[config.mk]
export PLATFORM = sky130hd
export DESIGN_NAME = weak_grid_impedance_classifier
export DESIGN_NICKNAME = d
export VERILOG_FILES = /design/src/rtl/wgic_pkg.sv /design/src/rtl/wgic_div.sv /design/src/rtl/wgic_sqrt.sv /design/src/rtl/weak_grid_impedance_classifier.sv
export SDC_FILE = /design/constraint.sdc
export NUM_CORES = 1
export LEC_CHECK = 0
export ABC_CLOCK_PERIOD_IN_PS = 7000
export BUFFER_PORTS_ARGS = -buffer_cell sky130_fd_sc_hd__buf_2
export CELL_PAD_IN_SITES_DETAIL_PLACEMENT = 1
export CELL_PAD_IN_SITES_GLOBAL_PLACEMENT = 1
export CORE_AREA = 2 2 247 249
export DETAILED_ROUTE_END_ITERATION = 8
export DIE_AREA = 0 0 249 251
export PLACE_DENSITY = 0.89
export SETUP_SLACK_MARGIN = 0.02
export SLEW_MARGIN = 20
export SYNTH_ARGS = -nofsm -noshare
export SYNTH_HDL_FRONTEND = slang
export SYNTH_SLANG_ARGS = --single-unit
[constraint.sdc]
create_clock -name clk -period 7 [get_ports clk]
set_input_delay 1.4 -clock clk [delete_from_list [all_inputs] [get_ports clk]]
set_output_delay 1.4 -clock clk [all_outputs]
set_load 0.005 [all_outputs]
[src/rtl/wgic_pkg.sv]
// Shared constants, codes and types of the weak-grid impedance classifier.
package wgic_pkg;

  localparam int SAMPLE_WIDTH = 16;
  localparam int FRAC_BITS    = 12;

  localparam int AVG_W = SAMPLE_WIDTH + 8;
  localparam int Z_W   = SAMPLE_WIDTH - 1;
  localparam int T_W   = AVG_W + 5;
  localparam int ONE   = 1 << FRAC_BITS;

  localparam int COUNT_LIMIT = 11;
  localparam int CNT_W       = $clog2(COUNT_LIMIT + 1);

  localparam int V_CONN_LO    = (4 * ONE) / 5;
  localparam int V_CONN_HI    = (6 * ONE - 1) / 5;
  localparam int DV_MIN       = ONE / 1000;
  localparam int DI_MIN       = ONE / 100;
  localparam int Z_WEAK_MAX   = ONE / 100;
  localparam int Z_STRONG_MAX = (ONE - 1) / 3;
  localparam int Z_MARG_MAX   = (ONE - 1) / 2;
  localparam int AVG_DIVISOR  = 10;
  localparam int AVG_ROUND    = 5;

  localparam int DIGIT_BITS  = 2;
  localparam int DNUM_W      = SAMPLE_WIDTH + FRAC_BITS;
  localparam int DDEN_W      = SAMPLE_WIDTH;
  localparam int DIV_CYCLES  = AVG_W / DIGIT_BITS;
  localparam int DCNT_W      = $clog2(DIV_CYCLES + 1);
  localparam int ROOT_W      = Z_W + 1;
  localparam int RAD_W       = 2 * ROOT_W;
  localparam int REM_W       = ROOT_W + 2;
  localparam int SQRT_CYCLES = ROOT_W / DIGIT_BITS;
  localparam int SCNT_W      = $clog2(SQRT_CYCLES + 1);

  localparam logic [Z_W-1:0] Z_MAX = '1;
  localparam logic signed [AVG_W-1:0] AVG_MAX_S = {1'b0, {(AVG_W - 1){1'b1}}};
  localparam logic signed [AVG_W-1:0] AVG_MIN_S = {1'b1, {(AVG_W - 1){1'b0}}};

  localparam logic [1:0] LVL_STRONG   = 2'd0;
  localparam logic [1:0] LVL_MARGINAL = 2'd1;
  localparam logic [1:0] LVL_WEAK     = 2'd2;

  typedef struct packed {
    logic busy;
    logic done;
  } unit_stat_t;

endpackage

[src/rtl/wgic_div.sv]
// Shared restoring divider, two quotient bits per cycle, unsigned magnitudes.
module wgic_div
  import wgic_pkg::*;
(
  input  logic              clk,
  input  logic              rst_n,
  input  logic              start,
  input  logic [DNUM_W-1:0] num,
  input  logic [DDEN_W-1:0] den,
  output logic [AVG_W-1:0]  quo,
  output unit_stat_t        stat
);

  logic [DDEN_W-1:0] rem_r, rem_nxt;
  logic [DDEN_W-1:0] den_r, den_nxt;
  logic [AVG_W-1:0]  nq_r, nq_nxt;
  logic [DCNT_W-1:0] cnt_r, cnt_nxt;
  logic              busy_r, busy_nxt;
  logic              done_r, done_nxt;
  logic [DDEN_W:0]   part;

  always_comb begin
    rem_nxt  = rem_r;
    den_nxt  = den_r;
    nq_nxt   = nq_r;
    cnt_nxt  = cnt_r;
    busy_nxt = busy_r;
    done_nxt = 1'b0;
    part     = '0;
    if (start) begin
      rem_nxt  = DDEN_W'(num >> AVG_W);
      nq_nxt   = num[AVG_W-1:0];
      den_nxt  = den;
      cnt_nxt  = DCNT_W'(DIV_CYCLES);
      busy_nxt = 1'b1;
    end else if (busy_r) begin
      for (int k = 0; k < DIGIT_BITS; k++) begin
        part   = {rem_nxt, nq_nxt[AVG_W-1]};
        nq_nxt = {nq_nxt[AVG_W-2:0], 1'b0};
        if (part >= {1'b0, den_r}) begin
          part      = part - {1'b0, den_r};
          nq_nxt[0] = 1'b1;
        end
        rem_nxt = part[DDEN_W-1:0];
      end
      cnt_nxt = cnt_r - 1'b1;
      if (cnt_r == DCNT_W'(1)) begin
        busy_nxt = 1'b0;
        done_nxt = 1'b1;
      end
    end
  end

  always_ff @(posedge clk) begin
    if (!rst_n) begin
      busy_r <= 1'b0;
      done_r <= 1'b0;
      cnt_r  <= '0;
    end else begin
      busy_r <= busy_nxt;
      done_r <= done_nxt;
      cnt_r  <= cnt_nxt;
    end
    rem_r <= rem_nxt;
    den_r <= den_nxt;
    nq_r  <= nq_nxt;
  end

  assign quo       = nq_r;
  assign stat.busy = busy_r;
  assign stat.done = done_r;

  a_rem_below_den: assert property (@(posedge clk) disable iff (!rst_n)
    busy_r |-> (rem_r < den_r))
    else $error("divider remainder reached the divisor");

  a_done_after_busy: assert property (@(posedge clk) disable iff (!rst_n)
    done_r |-> $past(busy_r))
    else $error("divider finished without running");

  a_no_restart: assert property (@(posedge clk) disable iff (!rst_n)
    start |-> !busy_r)
    else $error("divider restarted while busy");

endmodule

[src/rtl/wgic_sqrt.sv]
// Rounded square root of twice a squared magnitude, two root bits per cycle.
module wgic_sqrt
  import wgic_pkg::*;
(
  input  logic              clk,
  input  logic              rst_n,
  input  logic              start,
  input  logic [Z_W-1:0]    a,
  output logic [ROOT_W:0]   root,
  output unit_stat_t        stat
);

  logic [Z_W-1:0]     a_r, a_nxt;
  logic [RAD_W-1:0]   rad_r, rad_nxt;
  logic [REM_W-1:0]   rem_r, rem_nxt;
  logic [ROOT_W-1:0]  root_r, root_nxt;
  logic [SCNT_W-1:0]  cnt_r, cnt_nxt;
  logic               load_r, load_nxt;
  logic               busy_r, busy_nxt;
  logic               done_r, done_nxt;
  logic [2*Z_W-1:0]   sq;
  logic [REM_W-1:0]   tr;
  logic [REM_W-1:0]   trial;

  assign sq = a_r * a_r;

  always_comb begin
    a_nxt    = a_r;
    rad_nxt  = rad_r;
    rem_nxt  = rem_r;
    root_nxt = root_r;
    cnt_nxt  = cnt_r;
    load_nxt = 1'b0;
    busy_nxt = busy_r;
    done_nxt = 1'b0;
    tr       = '0;
    trial    = '0;
    if (start) begin
      a_nxt    = a;
      load_nxt = 1'b1;
      busy_nxt = 1'b1;
    end else if (load_r) begin
      rad_nxt  = RAD_W'({sq, 1'b0});
      rem_nxt  = '0;
      root_nxt = '0;
      cnt_nxt  = SCNT_W'(SQRT_CYCLES);
    end else if (busy_r) begin
      for (int k = 0; k < DIGIT_BITS; k++) begin
        tr      = {rem_nxt[REM_W-3:0], rad_nxt[RAD_W-1:RAD_W-2]};
        rad_nxt = {rad_nxt[RAD_W-3:0], 2'b00};
        trial   = {root_nxt, 2'b01};
        if (tr >= trial) begin
          rem_nxt  = tr - trial;
          root_nxt = {root_nxt[ROOT_W-2:0], 1'b1};
        end else begin
          rem_nxt  = tr;
          root_nxt = {root_nxt[ROOT_W-2:0], 1'b0};
        end
      end
      cnt_nxt = cnt_r - 1'b1;
      if (cnt_r == SCNT_W'(1)) begin
        busy_nxt = 1'b0;
        done_nxt = 1'b1;
      end
    end
  end

  always_ff @(posedge clk) begin
    if (!rst_n) begin
      load_r <= 1'b0;
      busy_r <= 1'b0;
      done_r <= 1'b0;
      cnt_r  <= '0;
    end else begin
      load_r <= load_nxt;
      busy_r <= busy_nxt;
      done_r <= done_nxt;
      cnt_r  <= cnt_nxt;
    end
    a_r    <= a_nxt;
    rad_r  <= rad_nxt;
    rem_r  <= rem_nxt;
    root_r <= root_nxt;
  end

  assign root      = {1'b0, root_r} + (ROOT_W + 1)'(rem_r > REM_W'(root_r));
  assign stat.busy = busy_r;
  assign stat.done = done_r;

  a_load_in_busy: assert property (@(posedge clk) disable iff (!rst_n)
    load_r |-> busy_r)
    else $error("root unit loading while idle");

  a_done_after_busy: assert property (@(posedge clk) disable iff (!rst_n)
    done_r |-> $past(busy_r))
    else $error("root unit finished without running");

  a_no_restart: assert property (@(posedge clk) disable iff (!rst_n)
    start |-> !busy_r)
    else $error("root unit restarted while busy");

endmodule

[src/rtl/weak_grid_impedance_classifier.sv]
// Top level of the weak-grid impedance classifier: sequencer and held state.
//
//   channel | ports                                          | handshake
//   --------+------------------------------------------------+--------------
//   in      | in_grid_voltage, in_current_out, in_pll_locked | valid / ready
//   out     | out_grid_level, out_impedance_estimate,        | valid / ready
//           | out_connected                                  |
//   cfg     | cfg_wdata                                      | cfg_we only
//
// An item with the PLL unlocked goes from S_EVAL straight to S_OUT. A locked item passes
// S_ZCHK and S_LEVEL on its way, through S_SQRT for a root once the count is full and
// the average fits, and, if the delta gate opens, first through two passes of the shared
// divider (two quotient bits a cycle) in S_RATIO and S_DIVAVG. Reset is synchronous; the
// impedance resets to zero until cfg_we loads it. The next item is accepted once the
// result stands in the output register, which holds it while out_ready stays low.
module weak_grid_impedance_classifier
  import wgic_pkg::*;
(
  input  logic                           clk,
  input  logic                           rst_n,
  input  logic                           in_valid,
  output logic                           in_ready,
  input  logic signed [SAMPLE_WIDTH-1:0] in_grid_voltage,
  input  logic signed [SAMPLE_WIDTH-1:0] in_current_out,
  input  logic                           in_pll_locked,
  output logic                           out_valid,
  input  logic                           out_ready,
  output logic [1:0]                     out_grid_level,
  output logic [Z_W-1:0]                 out_impedance_estimate,
  output logic                           out_connected,
  input  logic                           cfg_we,
  input  logic [Z_W-1:0]                 cfg_wdata
);

  localparam logic [3:0] S_IDLE   = 4'd0;
  localparam logic [3:0] S_EVAL   = 4'd1;
  localparam logic [3:0] S_RATIO  = 4'd2;
  localparam logic [3:0] S_AVG    = 4'd3;
  localparam logic [3:0] S_DIVAVG = 4'd4;
  localparam logic [3:0] S_ZCHK   = 4'd5;
  localparam logic [3:0] S_SQRT   = 4'd6;
  localparam logic [3:0] S_LEVEL  = 4'd7;
  localparam logic [3:0] S_OUT    = 4'd8;

  logic [3:0]                     state_r, state_nxt;
  logic signed [SAMPLE_WIDTH-1:0] v_r, v_nxt;
  logic signed [SAMPLE_WIDTH-1:0] i_r, i_nxt;
  logic                           lock_r, lock_nxt;
  logic signed [SAMPLE_WIDTH-1:0] last_v_r, last_v_nxt;
  logic signed [SAMPLE_WIDTH-1:0] last_i_r, last_i_nxt;
  logic signed [AVG_W-1:0]        avg_r, avg_nxt;
  logic signed [AVG_W-1:0]        ratio_r, ratio_nxt;
  logic [CNT_W-1:0]               count_r, count_nxt;
  logic [Z_W-1:0]                 held_r, held_nxt;
  logic [1:0]                     level_r, level_nxt;
  logic                           conn_held_r, conn_held_nxt;
  logic                           res_conn_r, res_conn_nxt;
  logic                           neg_r, neg_nxt;
  logic                           out_valid_r, out_valid_nxt;
  logic [1:0]                     out_level_r, out_level_nxt;
  logic [Z_W-1:0]                 out_imp_r, out_imp_nxt;
  logic                           out_conn_r, out_conn_nxt;

  logic signed [SAMPLE_WIDTH:0]   dv, di;
  logic [SAMPLE_WIDTH:0]          dv_abs, di_abs;
  logic [SAMPLE_WIDTH-1:0]        dv_mag, di_mag;
  logic                           gate, conn_new;
  logic signed [T_W-1:0]          t;
  logic [T_W-1:0]                 t_mag;
  logic [DNUM_W-1:0]              avg_num;
  logic [AVG_W-1:0]               a_mag;
  logic                           a_big, count_full, slot_free;

  logic                           div_start;
  logic [DNUM_W-1:0]              div_num;
  logic [DDEN_W-1:0]              div_den;
  logic [AVG_W-1:0]               div_quo;
  unit_stat_t                     div_stat;
  logic                           sqrt_start;
  logic [ROOT_W:0]                sqrt_root;
  unit_stat_t                     sqrt_stat;

  function automatic logic signed [AVG_W-1:0] sat_apply(input logic neg,
                                                       input logic [AVG_W-1:0] m);
    logic signed [AVG_W-1:0] res;
    if (!neg) begin
      res = m[AVG_W-1] ? AVG_MAX_S : $signed(m);
    end else begin
      res = (m > {1'b1, {(AVG_W - 1){1'b0}}}) ? AVG_MIN_S : -$signed(m);
    end
    return res;
  endfunction

  function automatic logic [1:0] level_of(input logic [Z_W-1:0] z);
    logic [1:0] lvl;
    priority if (z <= Z_W'(Z_WEAK_MAX))   lvl = LVL_WEAK;
    else if (z <= Z_W'(Z_STRONG_MAX))     lvl = LVL_STRONG;
    else if (z <= Z_W'(Z_MARG_MAX))       lvl = LVL_MARGINAL;
    else                                  lvl = LVL_WEAK;
    return lvl;
  endfunction

  assign dv     = (SAMPLE_WIDTH + 1)'(v_r) - (SAMPLE_WIDTH + 1)'(last_v_r);
  assign di     = (SAMPLE_WIDTH + 1)'(i_r) - (SAMPLE_WIDTH + 1)'(last_i_r);
  assign dv_abs = dv[SAMPLE_WIDTH] ? -dv : dv;
  assign di_abs = di[SAMPLE_WIDTH] ? -di : di;
  assign dv_mag = dv_abs[SAMPLE_WIDTH-1:0];
  assign di_mag = di_abs[SAMPLE_WIDTH-1:0];
  assign gate   = (dv_mag > SAMPLE_WIDTH'(DV_MIN)) && (di_mag > SAMPLE_WIDTH'(DI_MIN));

  assign conn_new = (v_r > $signed(SAMPLE_WIDTH'(V_CONN_LO)))
                 && (v_r <= $signed(SAMPLE_WIDTH'(V_CONN_HI)));

  assign t       = (T_W'(avg_r) <<< 3) + T_W'(avg_r) + T_W'(ratio_r);
  assign t_mag   = t[T_W-1] ? -t : t;
  assign avg_num = DNUM_W'(t_mag + T_W'(AVG_ROUND));

  assign a_mag      = avg_r[AVG_W-1] ? -avg_r : avg_r;
  assign a_big      = a_mag > AVG_W'(Z_MAX);
  assign count_full = count_r >= CNT_W'(COUNT_LIMIT);
  assign slot_free  = !out_valid_r || out_ready;

  assign div_start  = ((state_r == S_EVAL) && lock_r && gate) || (state_r == S_AVG);
  assign div_num    = (state_r == S_AVG) ? avg_num : {dv_mag, {FRAC_BITS{1'b0}}};
  assign div_den    = (state_r == S_AVG) ? DDEN_W'(AVG_DIVISOR) : di_mag;
  assign sqrt_start = (state_r == S_ZCHK) && count_full && !a_big;

  wgic_div u_div (
    .clk   (clk),
    .rst_n (rst_n),
    .start (div_start),
    .num   (div_num),
    .den   (div_den),
    .quo   (div_quo),
    .stat  (div_stat)
  );

  wgic_sqrt u_sqrt (
    .clk   (clk),
    .rst_n (rst_n),
    .start (sqrt_start),
    .a     (a_mag[Z_W-1:0]),
    .root  (sqrt_root),
    .stat  (sqrt_stat)
  );

  always_comb begin
    state_nxt     = state_r;
    v_nxt         = v_r;
    i_nxt         = i_r;
    lock_nxt      = lock_r;
    last_v_nxt    = last_v_r;
    last_i_nxt    = last_i_r;
    avg_nxt       = avg_r;
    ratio_nxt     = ratio_r;
    count_nxt     = count_r;
    held_nxt      = held_r;
    level_nxt     = level_r;
    conn_held_nxt = conn_held_r;
    res_conn_nxt  = res_conn_r;
    neg_nxt       = neg_r;
    out_valid_nxt = out_valid_r && !out_ready;
    out_level_nxt = out_level_r;
    out_imp_nxt   = out_imp_r;
    out_conn_nxt  = out_conn_r;

    unique case (state_r)
      S_IDLE: begin
        if (in_valid) begin
          v_nxt     = in_grid_voltage;
          i_nxt     = in_current_out;
          lock_nxt  = in_pll_locked;
          state_nxt = S_EVAL;
        end
      end
      S_EVAL: begin
        if (!lock_r) begin
          res_conn_nxt  = conn_held_r;
          conn_held_nxt = 1'b0;
          level_nxt     = LVL_WEAK;
          state_nxt     = S_OUT;
        end else begin
          conn_held_nxt = conn_new;
          res_conn_nxt  = conn_new;
          last_v_nxt    = v_r;
          last_i_nxt    = i_r;
          if (gate) begin
            neg_nxt   = dv[SAMPLE_WIDTH] ^ di[SAMPLE_WIDTH];
            state_nxt = S_RATIO;
          end else begin
            state_nxt = S_ZCHK;
          end
        end
      end
      S_RATIO: begin
        if (div_stat.done) begin
          ratio_nxt = sat_apply(neg_r, div_quo);
          state_nxt = S_AVG;
        end
      end
      S_AVG: begin
        neg_nxt   = t[T_W-1];
        state_nxt = S_DIVAVG;
      end
      S_DIVAVG: begin
        if (div_stat.done) begin
          avg_nxt = sat_apply(neg_r, div_quo);
          if (!count_full) begin
            count_nxt = count_r + 1'b1;
          end
          state_nxt = S_ZCHK;
        end
      end
      S_ZCHK: begin
        if (count_full && !a_big) begin
          state_nxt = S_SQRT;
        end else begin
          if (count_full) begin
            held_nxt = Z_MAX;
          end
          state_nxt = S_LEVEL;
        end
      end
      S_SQRT: begin
        if (sqrt_stat.done) begin
          held_nxt  = (sqrt_root > (ROOT_W + 1)'(Z_MAX)) ? Z_MAX : sqrt_root[Z_W-1:0];
          state_nxt = S_LEVEL;
        end
      end
      S_LEVEL: begin
        level_nxt = level_of(held_r);
        state_nxt = S_OUT;
      end
      S_OUT: begin
        if (slot_free) begin
          out_valid_nxt = 1'b1;
          out_level_nxt = level_r;
          out_imp_nxt   = held_r;
          out_conn_nxt  = res_conn_r;
          state_nxt     = S_IDLE;
        end
      end
      default: begin
        state_nxt = S_IDLE;
      end
    endcase

    if (cfg_we) begin
      held_nxt = cfg_wdata;
    end
  end

  always_ff @(posedge clk) begin
    if (!rst_n) begin
      state_r     <= S_IDLE;
      last_v_r    <= SAMPLE_WIDTH'(ONE);
      last_i_r    <= '0;
      avg_r       <= '0;
      count_r     <= '0;
      held_r      <= '0;
      level_r     <= LVL_STRONG;
      conn_held_r <= 1'b0;
      out_valid_r <= 1'b0;
    end else begin
      state_r     <= state_nxt;
      last_v_r    <= last_v_nxt;
      last_i_r    <= last_i_nxt;
      avg_r       <= avg_nxt;
      count_r     <= count_nxt;
      held_r      <= held_nxt;
      level_r     <= level_nxt;
      conn_held_r <= conn_held_nxt;
      out_valid_r <= out_valid_nxt;
    end
    v_r         <= v_nxt;
    i_r         <= i_nxt;
    lock_r      <= lock_nxt;
    ratio_r     <= ratio_nxt;
    res_conn_r  <= res_conn_nxt;
    neg_r       <= neg_nxt;
    out_level_r <= out_level_nxt;
    out_imp_r   <= out_imp_nxt;
    out_conn_r  <= out_conn_nxt;
  end

  assign in_ready               = (state_r == S_IDLE);
  assign out_valid              = out_valid_r;
  assign out_grid_level         = out_level_r;
  assign out_impedance_estimate = out_imp_r;
  assign out_connected          = out_conn_r;

  a_idle_units_quiet: assert property (@(posedge clk) disable iff (!rst_n)
    (state_r == S_IDLE) |-> (!div_stat.busy && !sqrt_stat.busy))
    else $error("arithmetic unit still running while the block is idle");

  a_count_limit: assert property (@(posedge clk) disable iff (!rst_n)
    count_r <= CNT_W'(COUNT_LIMIT))
    else $error("estimate count passed its limit");

  a_one_item_at_a_time: assert property (@(posedge clk) disable iff (!rst_n)
    (in_valid && in_ready) |=> !in_ready)
    else $error("second item taken while one is at work");

  a_result_posted: assert property (@(posedge clk) disable iff (!rst_n)
    ((state_r == S_OUT) && slot_free) |=> (out_valid && in_ready))
    else $error("finished item not posted to the output register");

endmodule

==> insert_results.sql <==
INSERT INTO impl_metrics (metric_group, metric, value, unit) VALUES
('global_route', 'globalRouteOverflowTotal', '0', ''),
('layout', 'final.fill_count', '6883', ''),
('sta', 'timing.fmax', '142', 'MHz'),
('setup_path', 'worst_ep_arrival_time', '7.36', 'ns'),
('sta', 'post-route-worst-setup-slack', '-0.0217', 'ns'),
('layout', 'layout_commonest_cell', 'sky130_fd_sc_hd__inv_1', ''),
('floorplanning', 'num_io_pins', '73', ''),
('route', 'drt_drc_violations_left', '0', ''),
('sta', 'setup_viol_count_final', '1', ''),
('placed_design', 'place.detailed.hpwl', '67900', 'um'),
('global_route', 'grt_usage', '30.0', '%'),
('power', 'totalPowerFinal', '8.06', 'mW'),
('floorplanning', 'fp.dieH', '251', 'um'),
('synthesis', 'synthesis.area_per_instance', '8.85', 'um2'),
('setup_path', 'worstPathMaxFanout', '6', ''),
('route', 'drt_iter0_drc', '1764', ''),
('sta', 'timing.max_slew.rel_slack', '25.7', '%'),
('setup_path', 'critical_path_source_type', 'flip-flop', ''),
('power', 'power_density', '249', 'nW/um2'),
('synthesis', 'syn_area', '29500', 'um2'),
('synthesis', 'synth_top_cell_area_share', '20.3', '%'),
('sta', 'final-max-slew-violation-count', '0', ''),
('sta', 'final.setup_skew', '0.0359', 'ns'),
('layout', 'synthToLayoutAreaGrowth', '9.50', '%'),
('layout', 'layout.core_utilization', '54.1', '%'),
('sta', 'worst_hold_slack', '0.435', 'ns'),
('setup_path', 'cp-end-kind', 'flip-flop', ''),
('clock_tree', 'cts_htree_levels', '2', ''),
('synthesis', 'netlist.top_cell.by_area', 'sky130_fd_sc_hd__edfxtp_1', ''),
('floorplanning', 'dieWidth', '249', 'um'),
('clock_tree', 'cts-root-buf', 'sky130_fd_sc_hd__clkbuf_16', ''),
('status', 'outcome', 'complete, but fails checks', ''),
('synthesis', 'async_reset_ff_share', '0', '%'),
('synthesis', 'ys_ff_latch', '308', ''),
('placed_design', 'placement.cell_area', '30700', 'um2'),
('placed_design', 'portBuffers', '72', ''),
('clock_tree', 'cts.sink_count', '308', ''),
('hold_path', 'min_path_type', 'flip-flop to flip-flop', ''),
('sta', 'hold_viol', '0', ''),
('route', 'number_of_vias_per_cell_after_detailed_routing', '6.22', ''),
('placed_design', 'dp_slack', '-0.0443', 'ns'),
('setup_path', 'worst-setup-path-type', 'flip-flop to flip-flop', ''),
('status', 'violations', 'negative setup slack', ''),
('setup_path', 'cp_data_required_time', '7.34', 'ns'),
('synthesis', 'postSynthCellCount', '3338', ''),
('floorplanning', 'initial_core_utilization', '49.4', '%'),
('layout', 'n_antenna_cell', '0', ''),
('route', 'drt_pass1_iterations', '5', ''),
('synthesis', 'top_flip_flop_cell_by_instance_count_after_synthesis', 'sky130_fd_sc_hd__edfxtp_1', ''),
('floorplanning', 'floorplan.rows', '90', ''),
('global_route', 'number_of_antenna_violations_at_the_first_check_in_global_routing', '0', ''),
('synthesis', 'yosys_warnings', '0', ''),
('sta', 'worst_margin_pin_slew', '1.12', 'ns'),
('global_route', 'grt_max_degree', '71', ''),
('layout', 'mostFrequentLayoutCells', 'sky130_fd_sc_hd__inv_1, sky130_fd_sc_hd__nand2_1, sky130_fd_sc_hd__nor2_1', ''),
('clock_tree', 'numCtsBuffers', '38', ''),
('route', 'number_of_vias_after_detailed_routing', '26243', ''),
('route', 'detail_route.wirelength', '98200', 'um'),
('clock_tree', 'clock_path_buffers', '3', ''),
('layout', 'fraction_of_layout_cells_with_a_size_suffix_above_1', '10.0', '%'),
('placed_design', 'gpl.final_weighted_congestion', '0.891', ''),
('clock_tree', 'tritoncts', 'done', ''),
('route', 'antenna_violating_nets_post_route', '0', ''),
('layout', 'finish.net_count', '3859', ''),
('synthesis', 'synth_enable_flop_cells', '200', ''),
('power', 'vdd_ir_drop_max', '0.335', 'mV'),
('synthesis', 'yosysUniqueCellTypes', '114', ''),
('sta', 'finalCriticalPeriod', '7.02', 'ns'),
('power', 'leakage_power', '13.9', 'nW'),
('clock_tree', 'worst_skew_pair.late_latency', '0.59', 'ns'),
('synthesis', 'synth_seq_area_share', '27.7', '%'),
('layout', 'post-route-cell-area', '32300', 'um2'),
('synthesis', 'synth.net_count', '3791', ''),
('global_route', 'grt_first_pass_wirelength', '152000', 'um'),
('route', 'wire_per_inst', '23.3', 'um'),
('sta', 'unrepaired_setup_endpoints_after_global_routing', 'true', ''),
('synthesis', 'netlist_top_cells_area', 'sky130_fd_sc_hd__edfxtp_1, sky130_fd_sc_hd__fa_1, sky130_fd_sc_hd__ha_1', ''),
('global_route', 'first_global_vias', '28212', ''),
('clock_tree', 'clk_pin_slew_worst_paths', '0.06', 'ns'),
('floorplanning', 'core_area', '59800', 'um2'),
('sta', 'timing.final.crit_share', '100', '%'),
('floorplanning', 'dieArea', '62500', 'um2'),
('flow_run', 'max-cap-violations', '0', '');
[synth_stat cells, types with 26 or more instances]
library cell and count:
sky130_fd_sc_hd__inv_1 362, sky130_fd_sc_hd__nand2_1 321, sky130_fd_sc_hd__nor2_1 298, sky130_fd_sc_hd__ha_1 233, sky130_fd_sc_hd__a21oi_1 202, sky130_fd_sc_hd__edfxtp_1 200, sky130_fd_sc_hd__fa_1 167, sky130_fd_sc_hd__xnor2_1 153
sky130_fd_sc_hd__o21ai_0 139, sky130_fd_sc_hd__dfxtp_1 108, sky130_fd_sc_hd__clkbuf_1 101, sky130_fd_sc_hd__and2_1 79, sky130_fd_sc_hd__nor3_1 79, sky130_fd_sc_hd__xor2_1 71, sky130_fd_sc_hd__a21o_1 57, sky130_fd_sc_hd__nand3_1 57
sky130_fd_sc_hd__mux2i_1 53, sky130_fd_sc_hd__mux2_2 36, sky130_fd_sc_hd__nor2b_1 36, sky130_fd_sc_hd__nand2b_1 30, sky130_fd_sc_hd__o31ai_1 29, sky130_fd_sc_hd__a31oi_1 28, sky130_fd_sc_hd__nand4_1 28, sky130_fd_sc_hd__o21a_1 27
sky130_fd_sc_hd__or3_1 26
[per-layer routing]
metal  vias up  global-route usage [%]  part of all wire (%)
li1      11843                       -                     -
met1     13122                    33.6                    37
met2       879                    55.2                    51
met3       399                    3.42                   4.6
met4         0                    17.1                   6.9
met5         -                       0                     0
[what timing repair did]
item,4_1_cts,5_1_grt
hold buffers,0,0
hold endpoints to repair,0,0
endpoints found under the setup margin,5,22
cloned,0,0
buffers inserted,11,18
pin swaps,0,4
gates resized for setup,6,26
[stage by stage]
step | std cells | setup TNS, ns
after global placement | 4119 | 0
after global routing | 4218 | -0.469
after floorplan | 3338 | 0
after detailed placement | 4119 | -0.0594
final | 4218 | -0.0217
after CTS | 4200 | 0
[cell families (layout without fill, tap and decap cells)]
kind of cell               count (synthesis)  count (layout)  share of synthesized area, %
and+or+nand+nor                         1083            1083                          17.8
buffers and inverters                    482             580                          6.36
DFF                                      308             308                          27.7
xor gates and xnor gates                 224             224                          6.64
muxes                                     89              89                          3.17
adders and majority gates                400             400                          21.2
AOI/OAI and AO/OA                        752             752                          17.2
[power breakdown]
| part | switching (mW) | leakage (nW) | internal [mW] |
|---|---|---|---|
| Clock | 0.889 | 0.629 | 1.21 |
| Sequential | 0.185 | 2.75 | 2.20 |
| Combinational | 2.12 | 10.5 | 1.45 |
[critical path: stages, from the launching register on]
cell                       delay (ns)
sky130_fd_sc_hd__edfxtp_1        0.50
sky130_fd_sc_hd__buf_4           0.21
sky130_fd_sc_hd__and2_1          0.16
sky130_fd_sc_hd__fa_1            0.52
sky130_fd_sc_hd__inv_1           0.10
sky130_fd_sc_hd__fa_1            0.53
sky130_fd_sc_hd__inv_1           0.08
sky130_fd_sc_hd__fa_1            0.55
sky130_fd_sc_hd__fa_1            0.53
sky130_fd_sc_hd__fa_1            0.55
sky130_fd_sc_hd__inv_1           0.09
sky130_fd_sc_hd__fa_1            0.57
sky130_fd_sc_hd__inv_1           0.05
sky130_fd_sc_hd__ha_2            0.38
sky130_fd_sc_hd__o21a_1          0.17
sky130_fd_sc_hd__o21ai_1         0.11
sky130_fd_sc_hd__nand2b_1        0.10
sky130_fd_sc_hd__nand2_1         0.13
sky130_fd_sc_hd__o21ai_4         0.20
sky130_fd_sc_hd__nand2_1         0.11
sky130_fd_sc_hd__o211ai_1        0.26
sky130_fd_sc_hd__nand2_1         0.13
sky130_fd_sc_hd__o21ai_2         0.20
sky130_fd_sc_hd__o41ai_2         0.10
sky130_fd_sc_hd__xnor2_1         0.13
sky130_fd_sc_hd__mux2_2          0.28
[worst paths after layout]
path | from | to | slack, ns | cells after the start
max reg2reg | u_sqrt.a_r[10] | u_sqrt.rad_r[30] | -0.02 | 25
min reg2reg | res_conn_r | out_connected | 0.44 | 0
max | u_sqrt.a_r[10] | u_sqrt.rad_r[30] | -0.02 | 25
min | res_conn_r | out_connected | 0.44 | 0
[cell type report]
type	instances	area [um2]	share of cell area (%)
flip-flops and latches	308	8170	25.3
clock inverters	19	224	0.693
repair buffers	148	938	2.90
clock buffers	51	1050	3.25
well taps	782	978	3.03
inverters	362	1360	4.20
multi-input cells	2548	19600	60.7
[registers in the layout, summed over array words and instances (netlist names), 2 cells and up]
name	flops
last_v_r	16
u_sqrt.rad_r	30
level_r	2
u_div.cnt_r	4
u_sqrt.root_r	16
u_sqrt.a_r	15
ratio_r	24
v_r	16
u_sqrt.rem_r	18
held_r	15
out_impedance_estimate	15
avg_r	24
i_r	16
out_grid_level	2
count_r	4
last_i_r	16
u_div.rem_r	16
u_div.quo	24
state_r	4
u_sqrt.cnt_r	4
u_div.den_r	16
No activity file was read; power rests on OpenSTA's default activity.
